**src/sv/stepper_position_sequencer_defines.svh**
```systemverilog
// ---------------------------------------------------------------------------
// stepper_position_sequencer_defines.svh
// Assertion macros shared by the stepper position sequencer RTL.
// ---------------------------------------------------------------------------
`ifndef STEPPER_POSITION_SEQUENCER_DEFINES_SVH
`define STEPPER_POSITION_SEQUENCER_DEFINES_SVH

// check cons on the same edge whenever ante holds
`define SPS_ASSERT_SAME(lbl, clk, rst_n, ante, cons, msg) \
    lbl: assert property (@(posedge clk) disable iff (!rst_n) (ante) |-> (cons)) \
        else $error(msg);

// check cons on the edge after ante holds
`define SPS_ASSERT_NEXT(lbl, clk, rst_n, ante, cons, msg) \
    lbl: assert property (@(posedge clk) disable iff (!rst_n) (ante) |=> (cons)) \
        else $error(msg);

`endif

```
**src/sv/sps_pkg.sv**
```systemverilog
// ---------------------------------------------------------------------------
// sps_pkg
// Types, codes and sizes of the stepper position sequencer.
// ---------------------------------------------------------------------------
`default_nettype none

package sps_pkg;

    localparam int PHASE_STEPS   = 4;
    localparam int POSITION_BITS = 16;
    localparam int PHASE_BITS    = $clog2(PHASE_STEPS);
    localparam int CMP_BITS      = (POSITION_BITS > 16) ? POSITION_BITS : 16;

    localparam logic [PHASE_BITS-1:0] PHASE_LAST = PHASE_BITS'(PHASE_STEPS - 1);
    localparam logic [7:0]            IDLE_LEVEL = 8'hFF;

    localparam int CFG_INDEX_BITS = 3;
    localparam int CFG_DATA_BITS  = 16;

    typedef enum logic [CFG_INDEX_BITS-1:0] {
        CFG_MAX_TARGET     = 3'd0,
        CFG_BACKLASH_STEPS = 3'd1,
        CFG_DUTY_VALUE     = 3'd2,
        CFG_PHASE_TABLE    = 3'd3
    } cfg_index_t;

    typedef struct packed {
        logic [14:0] max_target;
        logic [15:0] backlash_steps;
        logic [7:0]  duty_value;
        logic [15:0] phase_table;
    } cfg_t;

    typedef struct packed {
        logic [7:0]         coil_a;
        logic [7:0]         coil_b;
        logic [7:0]         coil_c;
        logic [7:0]         coil_d;
        logic               out_of_bounds;
        logic               is_idle;
        logic signed [15:0] position;
    } result_t;

endpackage

`default_nettype wire

```
**src/sv/stepper_position_sequencer.sv**
```systemverilog
// ---------------------------------------------------------------------------
// stepper_position_sequencer
// Full-step stepper sequencer with position counter and backlash steps.
//
//   channel  direction  handshake            payload
//   in       to block   in_valid / in_ready  homing, target
//   out      from block out_valid/out_ready  coil_a..coil_d, out_of_bounds,
//                                            is_idle, position
//   cfg      to block   cfg_we               cfg_index, cfg_data
//
// One item per cycle while the result is not stalled; an accepted item
// passes through the input register and then the result register.
// The motion state advances when an item moves from the input register
// into the result register.
// A stalled result holds both registers; input stays ready while either
// register is free. Reset clears state and configuration to defaults.
// ---------------------------------------------------------------------------
`default_nettype none

module stepper_position_sequencer
    import sps_pkg::*;
(
    input  wire logic                      clk,
    input  wire logic                      rst_n,
    input  wire logic                      in_valid,
    output logic                           in_ready,
    input  wire logic                      homing,
    input  wire logic signed [15:0]        target,
    output logic                           out_valid,
    input  wire logic                      out_ready,
    output logic [7:0]                     coil_a,
    output logic [7:0]                     coil_b,
    output logic [7:0]                     coil_c,
    output logic [7:0]                     coil_d,
    output logic                           out_of_bounds,
    output logic                           is_idle,
    output logic signed [15:0]             position,
    input  wire logic                      cfg_we,
    input  wire logic [CFG_INDEX_BITS-1:0] cfg_index,
    input  wire logic [CFG_DATA_BITS-1:0]  cfg_data
);

    cfg_t    cfg;
    result_t result;
    result_t result_reg;

    logic               in_valid_reg;
    logic               homing_reg;
    logic signed [15:0] target_reg;
    logic               out_valid_reg;
    logic               out_free;
    logic               fire;

    assign out_free = !out_valid_reg || out_ready;
    assign fire     = in_valid_reg && out_free;
    assign in_ready = !in_valid_reg || out_free;

    sps_cfg_regs u_cfg (
        .clk       (clk),
        .rst_n     (rst_n),
        .cfg_we    (cfg_we),
        .cfg_index (cfg_index),
        .cfg_data  (cfg_data),
        .cfg       (cfg)
    );

    sps_step_core u_core (
        .clk    (clk),
        .rst_n  (rst_n),
        .cfg    (cfg),
        .fire   (fire),
        .homing (homing_reg),
        .target (target_reg),
        .result (result)
    );

    always_ff @(posedge clk or negedge rst_n)
    begin
        if (!rst_n)
        begin
            in_valid_reg  <= 1'b0;
            out_valid_reg <= 1'b0;
        end
        else
        begin
            if (in_ready)
            begin
                in_valid_reg <= in_valid;
            end
            if (out_free)
            begin
                out_valid_reg <= in_valid_reg;
            end
        end
    end

    always_ff @(posedge clk)
    begin
        if (in_valid && in_ready)
        begin
            homing_reg <= homing;
            target_reg <= target;
        end
        if (fire)
        begin
            result_reg <= result;
        end
    end

    assign out_valid     = out_valid_reg;
    assign coil_a        = result_reg.coil_a;
    assign coil_b        = result_reg.coil_b;
    assign coil_c        = result_reg.coil_c;
    assign coil_d        = result_reg.coil_d;
    assign out_of_bounds = result_reg.out_of_bounds;
    assign is_idle       = result_reg.is_idle;
    assign position      = result_reg.position;

endmodule

`default_nettype wire

```
**src/sv/sps_cfg_regs.sv**
```systemverilog
// ---------------------------------------------------------------------------
// sps_cfg_regs
// Configuration registers, written through a plain index/data port.
// ---------------------------------------------------------------------------
`default_nettype none

module sps_cfg_regs
    import sps_pkg::*;
(
    input  wire logic                      clk,
    input  wire logic                      rst_n,
    input  wire logic                      cfg_we,
    input  wire logic [CFG_INDEX_BITS-1:0] cfg_index,
    input  wire logic [CFG_DATA_BITS-1:0]  cfg_data,
    output cfg_t                           cfg
);

    cfg_t cfg_reg;

    always_ff @(posedge clk or negedge rst_n)
    begin
        if (!rst_n)
        begin
            cfg_reg.max_target     <= 15'h7FFF;
            cfg_reg.backlash_steps <= 16'h0000;
            cfg_reg.duty_value     <= 8'hFF;
            cfg_reg.phase_table    <= 16'h8421;
        end
        else if (cfg_we)
        begin
            case (cfg_index)
                CFG_MAX_TARGET:     cfg_reg.max_target     <= cfg_data[14:0];
                CFG_BACKLASH_STEPS: cfg_reg.backlash_steps <= cfg_data;
                CFG_DUTY_VALUE:     cfg_reg.duty_value     <= cfg_data[7:0];
                CFG_PHASE_TABLE:    cfg_reg.phase_table    <= cfg_data;
                default:            ;
            endcase
        end
    end

    assign cfg = cfg_reg;

endmodule

`default_nettype wire

```
**src/sv/sps_step_core.sv**
```systemverilog
// ---------------------------------------------------------------------------
// sps_step_core
// Motion state and the per-item decision: home, flag, backlash, step, idle.
// ---------------------------------------------------------------------------
`default_nettype none

`include "stepper_position_sequencer_defines.svh"

module sps_step_core
    import sps_pkg::*;
(
    input  wire logic               clk,
    input  wire logic               rst_n,
    input  wire cfg_t               cfg,
    input  wire logic               fire,
    input  wire logic               homing,
    input  wire logic signed [15:0] target,
    output result_t                 result
);

    logic [POSITION_BITS-1:0] cur_position_reg;
    logic [POSITION_BITS-1:0] cur_position_next;
    logic                     move_dir_negative_reg;
    logic                     move_dir_negative_next;
    logic [PHASE_BITS-1:0]    phase_index_reg;
    logic [PHASE_BITS-1:0]    phase_index_next;
    logic [15:0]              backlash_left_reg;
    logic [15:0]              backlash_left_next;

    logic signed [CMP_BITS-1:0] pos_ext;
    logic signed [CMP_BITS-1:0] tgt_ext;
    logic signed [CMP_BITS-1:0] pos_next_ext;
    logic                       oob;
    logic                       step_en;
    logic                       move_en;
    logic                       step_neg;
    logic [3:0]                 row;

    assign pos_ext = CMP_BITS'($signed(cur_position_reg));
    assign tgt_ext = CMP_BITS'(target);
    assign oob     = target > $signed({1'b0, cfg.max_target});
    assign row     = cfg.phase_table[4 * phase_index_reg[1:0] +: 4];

    always_comb
    begin
        step_en                = 1'b0;
        move_en                = 1'b0;
        move_dir_negative_next = move_dir_negative_reg;
        backlash_left_next     = backlash_left_reg;
        if (homing)
        begin
            step_en = 1'b1;
        end
        else if (!oob)
        begin
            if (pos_ext == tgt_ext)
            begin
                if (backlash_left_reg != 16'd0)
                begin
                    step_en            = 1'b1;
                    backlash_left_next = backlash_left_reg - 16'd1;
                end
            end
            else
            begin
                step_en                = 1'b1;
                move_en                = 1'b1;
                move_dir_negative_next = pos_ext > tgt_ext;
                if (move_dir_negative_next != move_dir_negative_reg)
                begin
                    backlash_left_next = cfg.backlash_steps;
                end
            end
        end
        step_neg = move_dir_negative_next;

        cur_position_next = cur_position_reg;
        if (move_en)
        begin
            cur_position_next = step_neg ? cur_position_reg - POSITION_BITS'(1)
                                         : cur_position_reg + POSITION_BITS'(1);
        end

        phase_index_next = phase_index_reg;
        if (step_en)
        begin
            if (step_neg)
            begin
                phase_index_next = (phase_index_reg == '0) ? PHASE_LAST
                                 : phase_index_reg - PHASE_BITS'(1);
            end
            else
            begin
                phase_index_next = (phase_index_reg == PHASE_LAST) ? '0
                                 : phase_index_reg + PHASE_BITS'(1);
            end
        end
    end

    assign pos_next_ext = CMP_BITS'($signed(cur_position_next));

    always_comb
    begin
        result.out_of_bounds = !homing && oob;
        result.is_idle       = !step_en;
        result.position      = pos_next_ext[15:0];
        if (step_en)
        begin
            result.coil_a = row[0] ? cfg.duty_value : 8'h00;
            result.coil_b = row[1] ? cfg.duty_value : 8'h00;
            result.coil_c = row[2] ? cfg.duty_value : 8'h00;
            result.coil_d = row[3] ? cfg.duty_value : 8'h00;
        end
        else
        begin
            result.coil_a = IDLE_LEVEL;
            result.coil_b = IDLE_LEVEL;
            result.coil_c = IDLE_LEVEL;
            result.coil_d = IDLE_LEVEL;
        end
    end

    always_ff @(posedge clk or negedge rst_n)
    begin
        if (!rst_n)
        begin
            cur_position_reg      <= '0;
            move_dir_negative_reg <= 1'b0;
            phase_index_reg       <= '0;
            backlash_left_reg     <= '0;
        end
        else if (fire)
        begin
            cur_position_reg      <= cur_position_next;
            move_dir_negative_reg <= move_dir_negative_next;
            phase_index_reg       <= phase_index_next;
            backlash_left_reg     <= backlash_left_next;
        end
    end

    `SPS_ASSERT_NEXT(a_step_advances_phase, clk, rst_n, fire && step_en,
        phase_index_reg != $past(phase_index_reg), "step did not advance phase")
    `SPS_ASSERT_NEXT(a_homing_holds_position, clk, rst_n, fire && homing,
        cur_position_reg == $past(cur_position_reg), "homing moved position")
    `SPS_ASSERT_SAME(a_oob_is_idle, clk, rst_n, result.out_of_bounds,
        result.is_idle && !move_en, "out of bounds item did not idle")

endmodule

`default_nettype wire
```
**config.mk**
```make
export PLATFORM = sky130hd
export DESIGN_NAME = stepper_position_sequencer
export DESIGN_NICKNAME = d
export VERILOG_FILES = /design/src/sv/sps_pkg.sv /design/src/sv/stepper_position_sequencer.sv /design/src/sv/sps_cfg_regs.sv /design/src/sv/sps_step_core.sv
export VERILOG_INCLUDE_DIRS = /design/src /design/src/sv
export SDC_FILE = /design/constraint.sdc
export NUM_CORES = 1
export LEC_CHECK = 0
export BUFFER_PORTS_ARGS = -buffer_cell sky130_fd_sc_hd__buf_2
export CAP_MARGIN = 5
export CORE_MARGIN = 3
export CORE_UTILIZATION = 60
export CTS_BUF_LIST = sky130_fd_sc_hd__clkbuf_8
export DETAILED_ROUTE_END_ITERATION = 12
export MAX_ROUTING_LAYER = met4
export PLACE_DENSITY = 0.93
export SLEW_MARGIN = 20
export SYNTH_ARGS = -nofsm -noshare
export SYNTH_HDL_FRONTEND = slang
export SYNTH_HIERARCHICAL = 1
export SYNTH_SLANG_ARGS = --single-unit
```
**constraint.sdc**
```tcl
create_clock -name clk -period 7.7 [get_ports clk]
set_input_delay 1.54 -clock clk [delete_from_list [all_inputs] [get_ports clk]]
set_output_delay 1.54 -clock clk [all_outputs]
set_load 0.1 [all_outputs]
```
==> out/qor.txt, run 1 <==
Max Clk Rate = 0.188 GHz
Rel. slew slack = 24.5%
HPWL after detailed placement = 12.9 mm
Worst Path Arrival = 5.53 ns
Synth Flop Type = edfxtp_1
# rows = 41
CP peak stage delay = 0.85 ns
# clock sinks = 159
Chip Width = 122 um
Tmin final = 5.31 ns
Ys Warns = 6
Final Cycle Share = 69.0%
DRC viols = 0
Diode count = 0
# port buffers = 92
Crit path max fanout = 16
R2R depth = 16
Setup_tns = 0 ns
Nets = 830
Vias per cell = 6.27
RSZ-0062 raised after global routing = no
Worst path depth = 16
Post-synth EDFFs = 67
Sequential area share after synthesis = 53.5%
Delay-heaviest family, CP = compound AO/OA/AOI/OAI gates
Share of cells above drive strength 1 = 35.2%
Clock Skew = 0.0101 ns
Critical path buffer and inverter count = 1
Vias = 5802
Overall Global Routing Usage = 25.9%
Placed Area = 8760 um2
CTS tree = done
Status = finished, final reports clean
Synth Area per Inst = 12.6 um2
Int Pwr = 2.17 mW
Cts bufs inserted = 17
Max FFs per register = 55
Worst hold path cell count = 1
Final Setup Violations = 0
Worst hold-check path type = flop to flop
Worst slew pin tran = 1.13 ns
Switching part of the total = 46.1%
Hold_buf cts = 0
Initial Utilization = 62.9%
Crit path top cell by count = a21oi_1
Share of the synthesized area in the top cell type = 24.7%
Cts repair resizes = 0
Number of global-route vias before repair = 5869
Die ar. = 15000 um2
Largest area contributor in the netlist = edfxtp_1
Net Sw Power = 1.86 mW
Clock share of power = 14.5%
Commonest non-fill, non-tap cell in the layout = buf_2
Static Leak = 4.04 nW
CP max stage cell = o41ai_1
Mapped cell area = 8130 um2
Die H = 122 um
Clk pin slew, worst setup/hold paths = 0.09 ns
Crit-path cells = inv_1, ha_1, nand4b_1, nor4_1, a21bo_2, a31o_2, a21oi_1, or2_2, ha_1, a21oi_1, o211ai_1, o41ai_1, o21bai_1, a21oi_1, xnor2_1, mux2_2
Mapped Cells = 644
Syn_nets = 734
Maximum VDD drop = 0.000370 V
CP Launch Type = flop
First-pass GRT wire length = 28.8 mm
Final Max Tran Viols = 0
Post-CTS Setup Inserts = 0
FFs w/ async S/R, synth = 57.9%
Drt pass-1 iters = 7
Routed len/inst = 19.4 um
Flops & latches, synth = 159
CTS Buffer Depth = 2
Clock root buffer = clkbuf_8
Later-pin clock latency in the skew report = 0.47 ns
Fin. Hold Viols = 0
ANT nets after route = 0
Total power density per cell area = 440 nW/um2
Largest net degree at the start of global routing = 72
Flop pwr share = 35.1%
Worst EP required = 7.92 ns
CP endpoint kind = flop
Initial antenna violation count = 0
GR Overflow Total = 0
I/O pin cnt = 93
Most frequent cells in the layout = 91 x buf_2, 82 x mux2_2, 67 x edfxtp_1
Area contributors post-synth = edfxtp_1 25%, dfrtp_1 20%, mux2_2 11%
Kind of critical path = flop to flop
Synth cell types = 68
Post-layout instance area = 9130 um2
Area delta synth->final = 12.3%
Max-Cap Viols = 0
DRT Wirelength = 17.9 mm
Final Power = 4.02 mW
DRT iter0 DRCs = 530
Core box area = 12900 um2
GPL Wtd Cong = 0.916
CTS H-tree lvls = 4
Comb pwr share = 50.4%
cells by family after synthesis:
group           count (synthesis)  synth area share (%)
flops                         159                  53.5
compound gates                150                  12.5
simple gates                  113                  8.18
mux                            88                  12.7
buf+inv                        68                  3.68
fa+ha+maj                      49                  7.63
xor+xnor                       17                  1.83
final timing paths:
check / startpoint / end / slack [ns]
worst max-delay path: u_cfg/cfg[53] / position[13] / 2.39
worst min-delay path: u_cfg/cfg[35] / u_cfg/cfg[35] / 0.50
worst max register to register: u_cfg/cfg[53] / position[13] / 2.39
worst min register to register: u_cfg/cfg[35] / u_cfg/cfg[35] / 0.50
max in group asynchronous: rst_n / u_cfg/cfg[38] / 5.58
min in group asynchronous: rst_n / u_core/move_dir_negative_reg / 0.96
power groups by stage:
stage	Sequential (mW)	Combinational, mW	Clock (mW)
final	1.41	2.03	0.585
after global routing	1.44	2.17	0.634
after CTS	1.41	2.01	0.595
after detailed placement	1.42	1.99	0
after global placement	1.40	1.88	0
after floorplan	1.94	1.06	0
metrics by stage:
stage | hold slack [ns] | worst slack (ns) | utilization (%) | instances
6_report | 0.505 | 2.39 | 70.7 | 925
5_1_grt | 0.528 | 2.21 | 70.7 | 925
4_1_cts | 0.511 | 2.49 | 70.7 | 925
3_5_place_dp | 0.491 | 2.55 | 67.8 | 893
3_3_place_gp | 0.483 | 2.77 | 67.7 | 893
2_1_floorplan | 0.474 | 3.26 | - | 644
cell usage after synthesis, types with 3 or more instances:
master,number
o211ai_1,5
edfxtp_1,67
mux4_2,4
nand3_1,14
nor2_1,18
a211oi_1,3
buf_6,4
a31o_2,5
or3_1,3
clkbuf_1,9
ha_1,48
a21oi_1,32
o21ai_0,22
nand2b_1,7
nor3_1,10
nand2_1,23
and2_1,4
nand4_1,8
o22ai_1,3
o21bai_1,6
dfrtp_1,65
inv_1,48
dfstp_2,27
mux2_2,82
a31oi_1,9
a21o_1,40
buf_2,5
nor4_1,4
xnor2_1,16
per-layer routing:
metal	share of wire (%)	GRT usage, %
met1	41	31.3
met2	49	42.5
met3	6.0	5.35
met4	3.7	11.5
met5	0	-
area by class of cell:
type	count	area, um2
Multi-Input combinational cell	417	3520
Clock buffer	17	234
Tap cell	172	215
Clock inverter	15	136
Fill cell	859	3790
Sequential cell	159	4350
Inverter	48	180
Timing Repair Buffer	97	500
No activity file was read; power rests on OpenSTA's default activity.
==> run 2: changes to the inputs <==
==> constraint.sdc (replaced) <==
create_clock -name clk -period 5.5 [get_ports clk]
set_input_delay 1.1 -clock clk [delete_from_list [all_inputs] [get_ports clk]]
set_output_delay 1.1 -clock clk [all_outputs]
set_load 0.1 [all_outputs]
==> out/qor.txt, run 2 (synthesized netlist as in run 1, its figures left out) <==
Placed Instances = 895
Diode count = 0
DRT iter0 DRCs = 481
Flop pwr share = 34.9%
Nets = 833
Later-pin clock latency in the skew report = 0.46 ns
Worst EP required = 5.71 ns
Commonest non-fill, non-tap cell in the layout = buf_2
Int Pwr = 3.08 mW
Switching part of the total = 45.4%
Final Cycle Share = 91.1%
HPWL after detailed placement = 12.9 mm
Worst hold-check path type = flop to flop
Max Clk Rate = 0.200 GHz
Core box area = 12900 um2
Cts bufs inserted = 17
Die ar. = 15000 um2
# port buffers = 92
RSZ-0062 raised after global routing = no
Static Leak = 4.07 nW
Chip Width = 122 um
Initial Utilization = 62.9%
Largest net degree at the start of global routing = 64
Initial antenna violation count = 0
Clk pin slew, worst setup/hold paths = 0.08 ns
Comb pwr share = 50.4%
DRT Wirelength = 18.2 mm
Crit path max fanout = 16
# clock sinks = 159
Final Setup Violations = 0
Setup_tns = 0 ns
Worst Path Arrival = 5.22 ns
Number of global-route vias before repair = 5924
Status = finished, final reports clean
ANT nets after route = 0
Most frequent cells in the layout = 91 x buf_2, 82 x mux2_2, 67 x edfxtp_1
Tmin final = 5.01 ns
Routed wl met3 = 1.25 mm
Maximum VDD drop = 0.000622 V
Worst Hold Launch = u_cfg/cfg[37]
Area delta synth->final = 12.7%
I/O pin cnt = 93
Routed len/inst = 19.6 um
First-pass GRT wire length = 29.2 mm
CTS H-tree lvls = 4
Drt pass-1 iters = 6
Die H = 122 um
CTS tree = done
Placed Area = 8780 um2
Vias per cell = 6.26
Cts repair resizes = 0
DRC viols = 0
Fin. Hold Viols = 0
M1 wire length = 7.33 mm
Total power density per cell area = 617 nW/um2
Post-CTS Setup Inserts = 0
Net Sw Power = 2.57 mW
Max FFs per register = 55
CTS Buffer Depth = 2
Vias = 5813
CP endpoint kind = flop
Clock Skew = 0.0159 ns
Share of cells above drive strength 1 = 35.1%
Metal2 WL = 8.91 mm
Rel. slew slack = 27.0%
Worst slew pin tran = 1.09 ns
Uppermost routed layer = met4
CP Launch Type = flop
GR Overflow Total = 0
Max-Cap Viols = 0
Non-Filler Instances = 928
Final Max Tran Viols = 0
# rows = 41
Clock share of power = 14.6%
Clock root buffer = clkbuf_8
Worst reg2reg path startpoint = u_cfg/cfg[54]
Worst Setup SP = u_cfg/cfg[54]
Post-layout instance area = 9170 um2
Overall Global Routing Usage = 26.1%
Hold_buf cts = 0
Kind of critical path = flop to flop
GPL Wtd Cong = 0.880
-- run 2: cell count changes in the layout (fill, tap and decap cells not counted) --
cell       delta
buf_4         +2
buf_6         +1
bufinv_16     +1
clkbuf_8      +1
clkinv_2      +1
clkinv_4      -1
inv_1         +3
inv_6         -4
inv_8         -1
-- run 2: area by class of cell --
class	count	area [um2]
fillers	851	3760
clock buffers	18	248
clock inverters	14	128
repair buffers	100	527
inverters	48	180
well taps	172	215
multi-input cells	417	3520
flip-flops and latches	159	4350
-- run 2: through the flow --
step           total power, mW  worst slack (ns)  hold slack [ns]  utilization, %
4_1_cts                   5.63             0.576            0.511            70.8
5_1_grt                   5.97             0.334            0.541            70.9
3_3_place_gp              4.61             0.797            0.483            67.8
2_1_floorplan             4.20              1.06            0.474               -
6_report                  5.65             0.492            0.510            70.9
3_5_place_dp              4.77             0.621            0.492            67.9
-- run 2: path summary, 6_finish.rpt --
| check | endpoint | slack [ns] | cells after the start |
|---|---|---|---|
| hold / removal | u_cfg/cfg[37] | 0.51 | 1 |
| max in group asynchronous | u_cfg/cfg[38] | 3.80 | 2 |
| hold reg to reg | u_cfg/cfg[37] | 0.51 | 1 |
| setup reg to reg | position[14] | 0.49 | 16 |
| min in group asynchronous | u_core/cur_position_reg[2] | 0.57 | 1 |
| setup / recovery | position[14] | 0.49 | 16 |
-- run 2: critical path: stages, from the launching register on --
cell	delay (ns)
dfstp_2	0.53
inv_1	0.04
ha_1	0.28
nand4b_1	0.15
nor4_1	0.48
a21bo_2	0.29
a31o_2	0.26
and3_1	0.23
or2_2	0.48
fa_1	0.48
a211oi_1	0.26
o21bai_1	0.13
a31o_2	0.28
a221o_1	0.29
a21oi_1	0.19
xnor2_1	0.12
mux2_2	0.27
-- run 2: power by group through the flow --
stage | clock [mW] | sequential, mW | combinational [mW]
floorplan | 0 | 2.71 | 1.49
CTS | 0.840 | 1.97 | 2.82
global placement | 0 | 1.96 | 2.65
global route | 0.899 | 2.01 | 3.06
finish | 0.826 | 1.98 | 2.85
detailed placement | 0 | 1.98 | 2.79
-- run 2: layer usage --
layer	vias to the layer above	global-route usage [%]
met1	2842	31.1
met2	291	42.3
met5	-	-
met3	78	6.08
li1	2602	-
met4	0	12.5
==> run 3: changes to the inputs <==
--- a/config.mk
+++ b/config.mk
@@ -6,6 +6,7 @@
 export SDC_FILE = /design/constraint.sdc
 export NUM_CORES = 1
 export LEC_CHECK = 0
+export ABC_AREA = 1
 export BUFFER_PORTS_ARGS = -buffer_cell sky130_fd_sc_hd__buf_2
 export CAP_MARGIN = 5
 export CORE_MARGIN = 3
@@ -13,9 +14,8 @@
 export CTS_BUF_LIST = sky130_fd_sc_hd__clkbuf_8
 export DETAILED_ROUTE_END_ITERATION = 12
 export MAX_ROUTING_LAYER = met4
-export PLACE_DENSITY = 0.93
+export PLACE_DENSITY = 0.92
 export SLEW_MARGIN = 20
 export SYNTH_ARGS = -nofsm -noshare
 export SYNTH_HDL_FRONTEND = slang
-export SYNTH_HIERARCHICAL = 1
 export SYNTH_SLANG_ARGS = --single-unit
==> out/qor.txt, run 3 <==
M3 GR Usage = 5.63%
DRT iter0 DRCs = 644
Drt pass-1 iters = 5
Clock root buffer = clkbuf_8
Clock Skew = 0.0149 ns
Maximum VDD drop = 0.000319 V
Later-pin clock latency in the skew report = 0.48 ns
Crit path max fanout = 20
Nets = 1068
Worst hold path cell count = 2
Clk pin slew, worst setup/hold paths = 0.09 ns
Routed len/inst = 15.4 um
# clock sinks = 159
Largest net degree at the start of global routing = 53
Area contributors post-synth = edfxtp_1 24%, dfrtp_1 20%, nand2_1 10%
Area delta synth->final = 11.5%
Non-Filler Instances = 1167
Mapped Cells = 889
Fin. Hold Viols = 0
Cts bufs inserted = 17
Kind of critical path = flop to flop
CTS Buffer Depth = 2
# port buffers = 92
DRC viols = 0
Final Cycle Share = 89.0%
Tmin final = 4.89 ns
CTS tree = done
ANT nets after route = 0
Die H = 123 um
Post-synthesis mux area share = 1.21%
Setup ws final = 0.605 ns
Synth Flop Type = edfxtp_1
Final Max Tran Viols = 0
Global routing usage on met1 = 34.7%
Place WS = 0.734 ns
Placed Instances = 1135
Final Power = 5.46 mW
Number of global-route vias before repair = 6154
# fillers = 1002
Max Clk Rate = 0.204 GHz
GR Overflow Total = 0
Share of the synthesized area in the top cell type = 24.3%
Mapped cell area = 8270 um2
Initial Utilization = 62.0%
Initial antenna violation count = 0
Status = finished, final reports clean
Worst Hold Launch = u_cfg.cfg[37]
Rel. slew slack = 29.0%
DRT Wirelength = 18.0 mm
Vias per cell = 5.52
Worst reg2reg path startpoint = target_reg[15]
I/O pin cnt = 93
RSZ-0062 raised after global routing = no
Most common cell in the netlist = nand2_1
Max-Cap Viols = 0
Most frequent cells in the layout = 228 x nand2_1, 115 x o21ai_0, 104 x inv_1
GPL Wtd Cong = 0.923
Overall Global Routing Usage = 26.3%
Syn_nets = 979
Sequential area share after synthesis = 52.6%
Combinational family with the most area after synthesis = simple AND/OR/NAND/NOR gates
CTS H-tree lvls = 4
Die ar. = 15200 um2
Total power density per cell area = 593 nW/um2
Post-CTS Setup Inserts = 0
Hold_buf cts = 0
Grt peak-use layer = met2
Core box area = 13300 um2
Reg2reg end = position[13]
Hold path endpoint = u_cfg.cfg[37]
Cts repair resizes = 0
Synth cell types = 44
Largest area contributor in the netlist = edfxtp_1
Final Util = 69.1%
Vias = 6443
Static Leak = 4.51 nW
Share of cells above drive strength 1 = 19.5%
Worst Path Arrival = 5.12 ns
Synth Area in XOR/XNOR = 2.33%
Diode count = 0
Adder-Cell Fraction of Synth Area = 7.50%
Worst EP required = 5.73 ns
Most instantiated cells after synthesis = 228 x nand2_1, 115 x o21ai_0, 104 x inv_1
Worst hold-check path type = flop to flop
First-pass GRT wire length = 29.8 mm
Ys Warns = 0
Post-synth EDFFs = 67
# rows = 42
Setup_tns = 0 ns
Met2 usage = 39.7%
Chip Width = 123 um
Final Setup Violations = 0
HPWL after detailed placement = 13.3 mm
R2R depth = 22
Simple-gate area share of the yosys netlist = 16.8%
Worst slew pin tran = 1.06 ns
FFs w/ async S/R, synth = 57.9%
Commonest non-fill, non-tap cell in the layout = nand2_1
R2R Setup Slk = 0.61 ns
CP endpoint kind = flop
Synth Area per Inst = 9.30 um2
CP Launch Type = flop
Max FFs per register = 55
Synth Area in Compound Gates = 12.9%
Flops & latches, synth = 159
-- run 3: cell count changes after synthesis, sizes merged, moves of 7 or more --
cell	delta
nand2	+214
o21ai	+116
mux2	-82
inv	+58
a21o	-37
nor2	+20
nand3	+16
xor2	+12
mux2i	+8
clkbuf	+7
nand2b	-7
xnor2	-7
-- run 3: final cells by class --
cell class              instances  area [um2]  area share, %
flip-flops and latches        159        4350           47.2
multi-input cells             597        3370           36.6
clock inverters                15         150           1.63
repair buffers                 96         493           5.35
clock buffers                  17         234           2.54
well taps                     176         220           2.39
inverters                     107         402           4.36
-- run 3: kinds of logic after synthesis --
group | after synthesis
xor gates and xnor gates | 22
AOI/OAI and AO/OA | 189
adders and majority gates | 49
DFF | 159
and+or+nand+nor | 327
muxes | 10
buffers and inverters | 133
-- run 3: critical path, stage by stage (launching register included) --
cell and delay (ns):
edfxtp_1 0.39, inv_1 0.07, ha_1 0.36, nand2_1 0.11
nor2_2 0.17, nand2_2 0.10, nor2_1 0.47, nor2_1 0.13
nand2_1 0.55, nand2_1 0.16, nand2_1 0.12, inv_1 0.28
ha_1 0.46, a21oi_1 0.19, o21ai_1 0.13, a21oi_1 0.35
inv_1 0.08, nand4_1 0.10, nand2_1 0.06, nand2_1 0.05
nand2_1 0.04, a21boi_0 0.22, inv_1 0.07
-- run 3: stage by stage --
| step | cell area (um2) | hold slack [ns] |
|---|---|---|
| 4_1_cts | 9220 | 0.494 |
| 3_5_place_dp | 8830 | 0.473 |
| 6_report | 9220 | 0.494 |
| 3_3_place_gp | 8830 | 0.466 |
| 2_1_floorplan | 8270 | 0.448 |
| 5_1_grt | 9220 | 0.518 |
-- run 3: metal layers --
metal	share of wire, %	wire length, um
met2	46	8350
met4	2.7	484
met3	7.7	1380
met5	0	0
met1	43	7790
-- run 3: worst max-delay path by stage --
stage / startpoint / endpoint / slack [ns] / cells past startpoint
after floorplan: u_cfg.cfg[47] / position[15] / 1.84 / 22
after global placement: target_reg[15] / position[15] / 0.96 / 20
after detailed placement: target_reg[15] / position[15] / 0.73 / 20
after CTS: target_reg[15] / position[15] / 0.69 / 20
after global routing: target_reg[15] / position[13] / 0.13 / 22
final: target_reg[15] / position[13] / 0.61 / 22
-- run 3: where the power goes --
part / total [mW] / internal, mW / switching (mW)
Clock: 0.845 / 0.372 / 0.472
Combinational: 2.73 / 0.759 / 1.97
Sequential: 1.88 / 1.64 / 0.245
